**config.mk**
```make
export PLATFORM = sky130hd
export DESIGN_NAME = nmea_sentence_field_extractor_unit
export DESIGN_NICKNAME = d
export VERILOG_FILES = /design/src/rtl/nse_pkg.sv /design/src/rtl/nse_front.sv /design/src/rtl/nse_queue.sv /design/src/rtl/nmea_sentence_field_extractor_unit.sv
export SDC_FILE = /design/constraint.sdc
export NUM_CORES = 1
export LEC_CHECK = 0
export ABC_AREA = 1
export BUFFER_PORTS_ARGS = -buffer_cell sky130_fd_sc_hd__buf_4
export CAP_MARGIN = 20
export CORE_MARGIN = 2
export CORE_UTILIZATION = 40
export CTS_CLUSTER_DIAMETER = 60
export CTS_CLUSTER_SIZE = 12
export DETAILED_ROUTE_END_ITERATION = 8
export PLACE_DENSITY = 0.66
export SETUP_SLACK_MARGIN = 0.1
export SLEW_MARGIN = 15
export SYNTH_ARGS = -nofsm -noshare
export SYNTH_HDL_FRONTEND = slang
export SYNTH_SLANG_ARGS = --single-unit
```
**constraint.sdc**
```tcl
create_clock -name i_clk -period 5.65 [get_ports i_clk]
set_input_delay 0 -clock i_clk [delete_from_list [all_inputs] [get_ports i_clk]]
set_output_delay 0 -clock i_clk [all_outputs]
set_load 0.005 [all_outputs]
```
**src/rtl/nse_pkg.sv**
```systemverilog
// ----------------------------------------------------------------------------
// nse_pkg
// Shared types, constants and lookup functions for the NMEA field extractor.
// ----------------------------------------------------------------------------
package nse_pkg;

    localparam int unsigned MAX_SENTENCE_LEN = 128;
    localparam int unsigned CNT_W            = 8;
    localparam int unsigned HDR_LEN          = 5;
    localparam int unsigned QUEUE_DEPTH      = 2;

    localparam logic [7:0] CH_START = 8'h24;
    localparam logic [7:0] CH_CR    = 8'h0D;
    localparam logic [7:0] CH_COMMA = 8'h2C;

    localparam logic [1:0] KIND_GGA = 2'd0;
    localparam logic [1:0] KIND_VTG = 2'd1;
    localparam logic [1:0] KIND_ZDA = 2'd2;

    typedef struct packed {
        logic [1:0] sentence_kind;
        logic [2:0] field_slot;
        logic [3:0] char_pos;
        logic [7:0] char_code;
        logic       sentence_end;
    } t_result;

    // expected header character of kind k at header position p
    function automatic logic [7:0] hdr_char(input logic [1:0] k, input logic [2:0] p);
        logic [7:0] c;
        c = 8'h00;
        unique case (p)
            3'd0: c = "G";
            3'd1: c = "P";
            3'd2: begin
                case (k)
                    KIND_GGA: c = "G";
                    KIND_VTG: c = "V";
                    default:  c = "Z";
                endcase
            end
            3'd3: begin
                case (k)
                    KIND_GGA: c = "G";
                    KIND_VTG: c = "T";
                    default:  c = "D";
                endcase
            end
            3'd4: begin
                case (k)
                    KIND_VTG: c = "G";
                    default:  c = "A";
                endcase
            end
            default: c = 8'h00;
        endcase
        return c;
    endfunction

    // slot + 1 for an NMEA field position, 0 when not wanted
    function automatic logic [2:0] slot_map(input logic [1:0] k, input logic [3:0] f);
        logic [2:0] s;
        s = 3'd0;
        unique case (k)
            KIND_GGA: if (f >= 4'd1 && f <= 4'd5) s = f[2:0];
            KIND_VTG: begin
                case (f)
                    4'd1:    s = 3'd1;
                    4'd3:    s = 3'd2;
                    4'd7:    s = 3'd3;
                    default: s = 3'd0;
                endcase
            end
            KIND_ZDA: if (f >= 4'd1 && f <= 4'd4) s = f[2:0];
            default:  s = 3'd0;
        endcase
        return s;
    endfunction

    function automatic logic [3:0] slot_width(input logic [1:0] k, input logic [2:0] s);
        logic [3:0] w;
        w = 4'd0;
        unique case (k)
            KIND_GGA: begin
                case (s)
                    3'd0:    w = 4'd6;
                    3'd1:    w = 4'd8;
                    3'd2:    w = 4'd1;
                    3'd3:    w = 4'd9;
                    3'd4:    w = 4'd1;
                    default: w = 4'd0;
                endcase
            end
            KIND_VTG: w = (s <= 3'd2) ? 4'd5 : 4'd0;
            KIND_ZDA: begin
                case (s)
                    3'd0:    w = 4'd6;
                    3'd1:    w = 4'd2;
                    3'd2:    w = 4'd2;
                    3'd3:    w = 4'd4;
                    default: w = 4'd0;
                endcase
            end
            default: w = 4'd0;
        endcase
        return w;
    endfunction

endpackage

```
**src/rtl/nse_front.sv**
```systemverilog
// ----------------------------------------------------------------------------
// nse_front
// Byte classifier: tracks sentence, header and field position and pushes
// one result per wanted character or closing CR into the queue.
// ----------------------------------------------------------------------------
module nse_front (
    input  logic             i_clk,
    input  logic             i_rst_n,
    input  logic             i_valid,
    output logic             o_ready,
    input  logic [7:0]       i_rx_byte,
    input  logic             i_room,
    output logic             o_push,
    output nse_pkg::t_result o_result
);

    logic                      r_in_sentence, n_in_sentence;
    logic [nse_pkg::CNT_W-1:0] r_byte_count,  n_byte_count;
    logic [2:0]                r_hdr_match,   n_hdr_match;
    logic [1:0]                r_kind,        n_kind;
    logic [3:0]                r_field_idx,   n_field_idx;
    logic [3:0]                r_char_idx,    n_char_idx;

    logic       accept;
    logic [2:0] slot_p1;
    logic [2:0] slot;

    assign o_ready = i_room;
    assign accept  = i_valid & i_room;
    assign slot_p1 = nse_pkg::slot_map(r_kind, r_field_idx);
    assign slot    = slot_p1 - 3'd1;

    always_comb begin
        n_in_sentence = r_in_sentence;
        n_byte_count  = r_byte_count;
        n_hdr_match   = r_hdr_match;
        n_kind        = r_kind;
        n_field_idx   = r_field_idx;
        n_char_idx    = r_char_idx;
        o_push        = 1'b0;
        o_result      = '0;
        if (accept) begin
            if (i_rx_byte == nse_pkg::CH_START) begin
                n_in_sentence = 1'b1;
                n_byte_count  = '0;
                n_hdr_match   = 3'b111;
                n_kind        = nse_pkg::KIND_GGA;
                n_field_idx   = '0;
                n_char_idx    = '0;
            end else if (r_in_sentence) begin
                if (i_rx_byte == nse_pkg::CH_CR) begin
                    n_in_sentence = 1'b0;
                    if (r_byte_count >= nse_pkg::CNT_W'(nse_pkg::HDR_LEN)
                        && r_hdr_match != 3'b000) begin
                        o_push                 = 1'b1;
                        o_result.sentence_kind = r_kind;
                        o_result.sentence_end  = 1'b1;
                    end
                end else if (r_byte_count < nse_pkg::CNT_W'(nse_pkg::MAX_SENTENCE_LEN)) begin
                    n_byte_count = r_byte_count + 1'b1;
                    if (r_byte_count < nse_pkg::CNT_W'(nse_pkg::HDR_LEN)) begin
                        for (int k = 0; k < 3; k++) begin
                            if (i_rx_byte != nse_pkg::hdr_char(2'(k), r_byte_count[2:0]))
                                n_hdr_match[k] = 1'b0;
                        end
                        if (r_byte_count == nse_pkg::CNT_W'(nse_pkg::HDR_LEN - 1)) begin
                            if (n_hdr_match[0])
                                n_kind = nse_pkg::KIND_GGA;
                            else if (n_hdr_match[1])
                                n_kind = nse_pkg::KIND_VTG;
                            else if (n_hdr_match[2])
                                n_kind = nse_pkg::KIND_ZDA;
                        end
                    end else if (r_hdr_match != 3'b000) begin
                        if (i_rx_byte == nse_pkg::CH_COMMA) begin
                            if (r_field_idx != 4'hF)
                                n_field_idx = r_field_idx + 1'b1;
                            n_char_idx = '0;
                        end else if (slot_p1 != 3'd0) begin
                            if (r_char_idx != 4'hF)
                                n_char_idx = r_char_idx + 1'b1;
                            if (r_char_idx < nse_pkg::slot_width(r_kind, slot)) begin
                                o_push                 = 1'b1;
                                o_result.sentence_kind = r_kind;
                                o_result.field_slot    = slot;
                                o_result.char_pos      = r_char_idx;
                                o_result.char_code     = i_rx_byte;
                            end
                        end
                    end
                end
            end
        end
    end

    always_ff @(posedge i_clk) begin
        if (!i_rst_n) begin
            r_in_sentence <= 1'b0;
            r_byte_count  <= '0;
            r_hdr_match   <= 3'b111;
            r_kind        <= nse_pkg::KIND_GGA;
            r_field_idx   <= '0;
            r_char_idx    <= '0;
        end else begin
            r_in_sentence <= n_in_sentence;
            r_byte_count  <= n_byte_count;
            r_hdr_match   <= n_hdr_match;
            r_kind        <= n_kind;
            r_field_idx   <= n_field_idx;
            r_char_idx    <= n_char_idx;
        end
    end

    // a push only ever comes from an accepted byte inside a sentence
    a_push_in_sentence: assert property (@(posedge i_clk) disable iff (!i_rst_n)
        o_push |-> (accept && r_in_sentence))
        else $error("push outside sentence");

    // CR always leaves the sentence
    a_cr_leaves: assert property (@(posedge i_clk) disable iff (!i_rst_n)
        (accept && i_rx_byte == nse_pkg::CH_CR) |=> !r_in_sentence)
        else $error("CR did not end sentence");

    // byte count never passes the sentence limit
    a_cnt_bound: assert property (@(posedge i_clk) disable iff (!i_rst_n)
        r_byte_count <= nse_pkg::CNT_W'(nse_pkg::MAX_SENTENCE_LEN))
        else $error("byte count overflow");

endmodule

```
**src/rtl/nse_queue.sv**
```systemverilog
// ----------------------------------------------------------------------------
// nse_queue
// Two-entry result queue; its head drives the output channel directly.
// ----------------------------------------------------------------------------
module nse_queue (
    input  logic             i_clk,
    input  logic             i_rst_n,
    input  logic             i_push,
    input  nse_pkg::t_result i_result,
    output logic             o_room,
    output logic             o_valid,
    input  logic             i_ready,
    output nse_pkg::t_result o_result
);

    nse_pkg::t_result r_mem [nse_pkg::QUEUE_DEPTH];
    logic             r_wr_ptr, n_wr_ptr;
    logic             r_rd_ptr, n_rd_ptr;
    logic [1:0]       r_count,  n_count;
    logic             pop;

    assign o_room   = (r_count != 2'(nse_pkg::QUEUE_DEPTH));
    assign o_valid  = (r_count != 2'd0);
    assign o_result = r_mem[r_rd_ptr];
    assign pop      = o_valid & i_ready;

    always_comb begin
        n_wr_ptr = i_push ? ~r_wr_ptr : r_wr_ptr;
        n_rd_ptr = pop    ? ~r_rd_ptr : r_rd_ptr;
        n_count  = r_count + {1'b0, i_push} - {1'b0, pop};
    end

    always_ff @(posedge i_clk) begin
        if (i_push)
            r_mem[r_wr_ptr] <= i_result;
    end

    always_ff @(posedge i_clk) begin
        if (!i_rst_n) begin
            r_wr_ptr <= 1'b0;
            r_rd_ptr <= 1'b0;
            r_count  <= '0;
        end else begin
            r_wr_ptr <= n_wr_ptr;
            r_rd_ptr <= n_rd_ptr;
            r_count  <= n_count;
        end
    end

    a_no_overflow: assert property (@(posedge i_clk) disable iff (!i_rst_n)
        !(i_push && r_count == 2'(nse_pkg::QUEUE_DEPTH)))
        else $error("push into full queue");

    a_count_bound: assert property (@(posedge i_clk) disable iff (!i_rst_n)
        r_count <= 2'(nse_pkg::QUEUE_DEPTH))
        else $error("queue count out of range");

    a_ptr_track: assert property (@(posedge i_clk) disable iff (!i_rst_n)
        (r_count == 2'd0 || r_count == 2'(nse_pkg::QUEUE_DEPTH)) |-> (r_wr_ptr == r_rd_ptr))
        else $error("queue pointers disagree with count");

endmodule

```
**src/rtl/nmea_sentence_field_extractor_unit.sv**
```systemverilog
// ----------------------------------------------------------------------------
// nmea_sentence_field_extractor_unit
// NMEA 0183 sentence parser emitting wanted field characters of GGA/VTG/ZDA.
//
// Input channel (i_valid / o_ready / i_rx_byte): one received serial byte
// per transaction. Output channel (o_valid / i_ready / o_*): one extracted
// character, or an end marker when CR closes a recognized sentence.
// Bytes that produce nothing are consumed without an output transaction.
// Throughput: one byte per cycle, sustained while the receiver takes
// results. A two-entry queue between the classifier and the output presents
// a result the cycle after its byte is accepted, unless an older one waits.
// When the receiver stalls, the queue fills; o_ready drops only while both
// entries are held, so the classifier keeps taking bytes until then.
// Reset (synchronous, active low) leaves the sentence, clears the header
// match to all candidates and empties the queue; the block is ready on the
// first cycle after reset.
// ----------------------------------------------------------------------------
module nmea_sentence_field_extractor_unit (
    input  logic       i_clk,
    input  logic       i_rst_n,
    input  logic       i_valid,
    output logic       o_ready,
    input  logic [7:0] i_rx_byte,
    output logic       o_valid,
    input  logic       i_ready,
    output logic [1:0] o_sentence_kind,
    output logic [2:0] o_field_slot,
    output logic [3:0] o_char_pos,
    output logic [7:0] o_char_code,
    output logic       o_sentence_end
);

    logic             room;
    logic             push;
    nse_pkg::t_result push_result;
    nse_pkg::t_result head;

    nse_front u_front (
        .i_clk     (i_clk),
        .i_rst_n   (i_rst_n),
        .i_valid   (i_valid),
        .o_ready   (o_ready),
        .i_rx_byte (i_rx_byte),
        .i_room    (room),
        .o_push    (push),
        .o_result  (push_result)
    );

    nse_queue u_queue (
        .i_clk    (i_clk),
        .i_rst_n  (i_rst_n),
        .i_push   (push),
        .i_result (push_result),
        .o_room   (room),
        .o_valid  (o_valid),
        .i_ready  (i_ready),
        .o_result (head)
    );

    assign o_sentence_kind = head.sentence_kind;
    assign o_field_slot    = head.field_slot;
    assign o_char_pos      = head.char_pos;
    assign o_char_code     = head.char_code;
    assign o_sentence_end  = head.sentence_end;

endmodule

```
# Word-level counts from Yosys, hierarchy flattened

Memories as Yosys holds them, arrays and structs flattened. A register that Yosys moved wholly into a read port is not among the register bits.
Cells that the tools add are included.
Widths: inputs -> output; s select.

Bitwise operators: 4
Equality and inequality tests: 25
$add $sub $neg: 6
Order comparisons: 8
Reductions and logical operators: 28
Mux-type cells: 125

Operator list:

| kind                | count |
|---|---|
| $mux 8              | 22 |
| $mux 4              | 26 |
| $mux 17             | 6 |
| $mux 18             | 3 |
| $mux 1              | 40 |
| $pmux 7 s5          | 1 |
| $pmux 7 s4          | 1 |
| $mux 3              | 8 |
| $ne 8x8->1          | 3 |
| $mux 2              | 11 |
| $pmux 7 s3          | 1 |
| $pmux 3 s3          | 2 |
| $eq 8x6->1 const B  | 2 |
| $pmux 4 s4          | 1 |
| $reduce_and 8->1    | 2 |
| $reduce_bool 2->1   | 8 |
| $mux 15             | 1 |
| $eq 3x2->1 const B  | 4 |
| $pmux 4 s3          | 1 |
| $reduce_bool 3->1   | 4 |
| $add 4x1->4 const B | 2 |
| $add 8x1->8 const B | 1 |
| $eq 8x3->1 const B  | 1 |
| $eq 8x4->1 const B  | 1 |
| 32 further kinds    | 44 |

RAM bits: 36
Output and inout bits: 20
Memories kept: 1
Word-level logic and storage cells: 206
Bits in registers: 26

Memory list:

| memory        | words | bits a word | read ports | clocked after Yosys merged registers in | wr ports | line            | source |
|---|---|---|---|---|---|---|---|
| u_queue.r_mem | 2     | 18          | 1          | 1                                       | 1        | nse_queue.sv:16 | `nse_pkg::t_result r_mem [nse_pkg::QUEUE_DEPTH];` |

# Longest topological paths before layout

Word-level depth: 31
Gate-level depth with buffers: 25
Depth with buffers taken out: 24

# Cells and area by module

From an unflattened synthesis, not the netlist that was laid out.

Cells, all modules: 474
Area total of the unflattened synthesis: 3,931.3 um^2

By module, submodules not included:

| module    | cells an instance | times used | area each (um^2) |
|---|---|---|---|
| nse_front | 382               | 1          | 2,341.0 |
| nse_queue | 92                | 1          | 1,590.3 |

# Worst setup path before layout

OpenSTA, ideal clock, no wires.

Kind: flip-flop to flip-flop
Start: register u_front.r_field_idx[0]
End: memory u_queue.r_mem[0][0] (netlist name), enable pin
Data required time: 5.251 ns
Period minus slack after synthesis: 4.164 ns
Cell stages (with the launch flop): 21
Arrival: 3.765 ns
Slack: 1.486 ns
Path buffers: 1
Setup time: 0.399 ns
Cells stage by stage: dfxtp_1 > inv_1 > ha_1 > nor2_1 > o22ai_1 > nand3_1 > o21ai_0 > inv_1 > ha_1 > ha_1 > inv_1 > nor2_1 > o21ai_0 > o221a_2 > ha_1 > nand2_1 > nand3_1 > nor3_2 > nand2_1 > buf_6 > a21oi_1

Word-level cells in the longest chain between the ends: 31

RTL lines:

| item                                        | line                         | source |
|---|---|---|
| from (decl)                                 | nse_front.sv:21              | `logic [3:0] r_field_idx, n_field_idx;` |
| from (signal assigned)                      | nse_front.sv:109             | `r_field_idx <= n_field_idx;` |
| $ge 4x1->1, or another cell as far along    | nse_pkg.sv:65, nse_pkg.sv:74 |  |
| $logic_and 1x1->1, on equally long branches | nse_pkg.sv:74, nse_pkg.sv:65 |  |
| $mux 3, on equally long branches            | nse_pkg.sv:74, nse_pkg.sv:65 |  |
| $pmux 3 s3 (*)                              | nse_pkg.sv:64                | `unique case (k)` |
| $sub 3x1->3                                 | nse_front.sv:31              | `assign slot = slot_p1 - 3'd1;` |
| $eq 3x3->1, or another cell as far along    | nse_pkg.sv:85                | `case (s)` |
| $reduce_or 2->1 (no line)                   | --                           |  |
| $pmux 4 s4 or $pmux 3 s3 (tied branches)    | nse_pkg.sv:85, nse_pkg.sv:96 |  |
| (+15 left out)                              | --                           |  |
| $mux 1 (*)                                  | nse_front.sv:61              | `if (r_byte_count < nse_pkg::CNT_W'(nse_pkg::HDR_LEN)) begin` |
| $mux 1 (*)                                  | nse_front.sv:59              | `end else if (r_byte_count < nse_pkg::CNT_W'(nse_pkg::MAX_SENTENCE_LEN)) begin` |
| $mux 1 (*)                                  | nse_front.sv:51              | `if (i_rx_byte == nse_pkg::CH_CR) begin` |
| $mux 1 (*)                                  | nse_front.sv:50              | `end else if (r_in_sentence) begin` |
| $mux 1 (*)                                  | nse_front.sv:43              | `if (i_rx_byte == nse_pkg::CH_START) begin` |
| $mux 1 (*)                                  | nse_front.sv:42              | `if (accept) begin` |
| $mux 1 (*)                                  | nse_queue.sv:34              | `if (i_push)` |
| $mux 1 (implied by the code) (*)            | nse_queue.sv:35              | `r_mem[r_wr_ptr] <= i_result;` |
| to (decl)                                   | nse_queue.sv:16              |  |

Mark *: on every way between the ends. The rest lies on a longest branch, timed or not. The select of a mux whose other input is x is not followed.

# Worst setup path after layout

Ends and elaborated chain as after synthesis.

==> flow_summary.json <==
{
  "critical_path_class": "reg -> reg",
  "status": "finished, final reports clean",
  "synthCells": 473,
  "finalCritPeriodShare": 0.7626,
  "io_buffers": 31,
  "pre_cts_ws_ns": 1.411,
  "syn-cell-area_mm2": 0.003899,
  "cp.depth": 20,
  "drt_wl_total_um": 8443,
  "path_buf_inv": 4,
  "endpoint_kind": "flop",
  "drv_slew": 0,
  "hold_slack_ns": 0.01596,
  "num_io_pins": 32,
  "drive_gt1_frac": 0.1973,
  "crit_chain": "inv_1 > ha_1 > nor2_1 > o22ai_1 > nand3_1 > o21ai_0 > inv_1 > ha_1 > ha_1 > inv_1 > nor2_1 > o21ai_0 > o221a_2 > ha_1 > nand2_1 > nand3_1 > nor3_2 > nand2_1 > a21oi_1 > buf_4",
  "antenna_found_initial": 0,
  "start_util": 0.4064,
  "rsz0062_at_grt": "no",
  "path_clk_slew_ns": 0.07,
  "worst_ep_arrival_time_ns": 4.33,
  "rrSetupSlack_ns": 1.34,
  "startpoint": "u_front.r_field_idx[0]$_SDFFE_PN0P_",
  "critPathMaxFanout": 21,
  "insertion_delay_ns": 0.34,
  "power_uw": 945.9,
  "r2r.worst_path.cells": 20,
  "place_hpwl_um": 6517,
  "postLayoutCoreUtil": 0.4673,
  "initialDrtViolationCount": 198,
  "grt_pass1_wl_um": 14240,
  "synth_top_area_frac": 0.2773,
  "die_y_um": 102.7,
  "die_area_mm2": 0.01055,
  "grtUsageTotal": 0.1721,
  "path_common_cell": "ha_1",
  "synth_fp_nets": 507,
  "critPathLaunchType": "flop",
  "p_leak_nw": 1.731,
  "drc": 0,
  "min_period_ns": 4.308,
  "vias": 3271,
  "viasPerCell": 5.032,
  "synthTopCellsByArea": "edfxtp_1 (28%), dfxtp_1 (14%), nand2_1 (9.8%), ha_1 (7.1%), nor2_1 (5.4%)",
  "crit-reg2reg-launch": "u_front.r_field_idx[0]$_SDFFE_PN0P_",
  "htree_levels": 3,
  "antenna_left": 0,
  "hp-start": "i_ready",
  "hp-class": "in -> reg",
  "yosysWarnings": 0,
  "ys.flop_type": "edfxtp_1",
  "yosysMostFrequentCell": "nand2_1",
  "rr_endpoint": "u_queue.r_mem[0][0]$_DFFE_PP_",
  "synthTopCellsByCount": "nand2_1 (102), nor2_1 (56), inv_1 (47)",
  "critPathSlowestCell": "nand2_1",
  "core_mm2": 0.009594,
  "required_ns": 5.67,
  "rows": 36,
  "nNetsFinal": 546,
  "hold_violations": 0,
  "fmax_mhz": 232.1,
  "p_per_area_mw_per_mm2": 211.0,
  "grt-ovfl-total": 0,
  "area_growth_pct": 14.99,
  "die_width_um": 102.7,
  "finalSetupViolations": 0,
  "synth.distinct_cells": 43,
  "cts_tree": "yes",
  "wl_per_cell_um": 12.99,
  "grt_max_degree": 22,
  "clock-sinks": 63,
  "hold_depth": 4,
  "slowest_delay_ns": 0.39,
  "clockBufferDepth": 2,
  "cts_root_buf": "clkbuf_8",
  "gp_congestion": 0.8909,
  "worstMarginPinSlew_ns": 0.7837,
  "maxCapViolations": 0,
  "synth_seq_area_share": 0.4159,
  "synth_top_cell_by_area": "edfxtp_1",
  "synth-async-reset-ratio": 0,
  "avgSynthCellArea_um2": 8.243,
  "worstSetupEndpoint": "u_queue.r_mem[0][0]$_DFFE_PP_",
  "num_antenna_cells": 0,
  "skew_ns": 0.01296,
  "slew_headroom": 0.4768,
  "numCtsBuffers": 9,
  "max-vdd-ir-drop_mv": 0.1254,
  "cp_top_family": "compound AO/OA/AOI/OAI gates",
  "fin_ws_ns": 1.342,
  "synth_edf_count": 36,
  "fin_setup_tns_ns": 0,
  "drt-pass1-iter-count": 5,
  "ys_seq_elements": 63,
  "first_global_vias": 3124
}
==> registers in the layout, summed over array words and instances, names as in the netlist, named ones only <==
| signal | cells |
|---|---|
| u_queue.r_mem | 36 |
| u_front.r_byte_count | 8 |
| u_front.r_char_idx | 4 |
| u_front.r_field_idx | 4 |
| u_front.r_hdr_match | 3 |
| u_front.r_kind | 2 |
| u_queue.r_count | 2 |
| u_front.r_in_sentence | 1 |
| u_queue.r_rd_ptr | 1 |
| u_queue.r_wr_ptr | 1 |
==> worst min path at each step <==
stage | endpoint | slack, ns
2_1_floorplan | flop | 0.17
3_3_place_gp | u_front.r_hdr_match[1]$_SDFFE_PN1P_ | 0.28
3_5_place_dp | u_front.r_hdr_match[2]$_SDFFE_PN1P_ | 0.29
4_1_cts | u_queue.r_rd_ptr$_SDFFE_PN0P_ | 0.007
5_1_grt | flop | 0.05
6_report | u_queue.r_rd_ptr$_SDFFE_PN0P_ | 0.02
==> cell families after synthesis <==
logic type | count (synthesis) | synth area share
buffers and inverters | 62 | 0.06483
and+or+nand+nor | 245 | 0.2994
DFF | 63 | 0.4159
adders and majority gates | 22 | 0.07060
AOI/OAI and AO/OA | 54 | 0.07702
xor gates and xnor gates | 9 | 0.02022
muxes | 18 | 0.05199
==> cell type report <==
type | count | area [um^2]
clock buffers | 9 | 123.9
clock inverters | 7 | 72.57
fillers | 931 | 5111
inverters | 56 | 212.7
multi-input cells | 348 | 2028
flip-flops and latches | 63 | 1622
well taps | 133 | 166.4
repair buffers | 34 | 257.7
==> cells in the final DEF (no fill, tap or decap), drive strengths merged, types with 2 or more instances in the layout <==
cell	netlist	final
xor2	6	6
clkinvlp	0	2
xnor2	3	3
inv	54	55
nand4	6	6
a21oi	27	27
nand3b	4	4
mux2	18	18
clkbuf	2	9
o211ai	2	2
dfxtp	27	27
buf	4	33
nor4	2	2
clkinv	2	5
nor3	11	11
nand2	112	112
o21ai	18	18
nand3	43	43
ha	22	22
edfxtp	36	36
nor2	63	63
o22ai	3	3
==> power by group <==
part	internal [mW]	switching, mW
Clock	0.204	0.187
Sequential	0.483	0.00757
Combinational	0.0276	0.0368
Total	0.715	0.231
==> worst reg2reg max path: cells and delay by family (launching register included) <==
| kind | cells | cell delay, ns |
|---|---|---|
| flip-flops | 1 | 0.36 |
| adder cells (fa/ha/maj) | 4 | 0.93 |
| AND/OR/NAND/NOR | 7 | 1.00 |
| AO/OA/AOI/OAI | 5 | 1.06 |
| buffers and inverters | 4 | 0.64 |
==> through the flow <==
stage                     area (um^2)  std cells
after CTS                        4483        650
after detailed placement         4277        633
final                            4483        650
after floorplan                  3899        473
after global placement           4277        633
after global routing             4483        650
==> repair_timing <==
action	in CTS	in global routing
gates resized for setup	0	0
buffers inserted	0	0
hold buffers	1	0
endpoints found under the hold margin	8	0
setup endpoints to repair	0	0
==> per-layer routing <==
| metal | up-vias | routed length (um) | GRT usage |
|---|---|---|---|
| li1 | 1660 | - | - |
| met1 | 1532 | 3834 | 0.2196 |
| met2 | 69 | 4184 | 0.2956 |
| met3 | 10 | 334 | 0.03932 |
| met4 | 0 | 90 | 0.04308 |
| met5 | - | 0 | 0 |
Power figures use the tool's default switching activity.
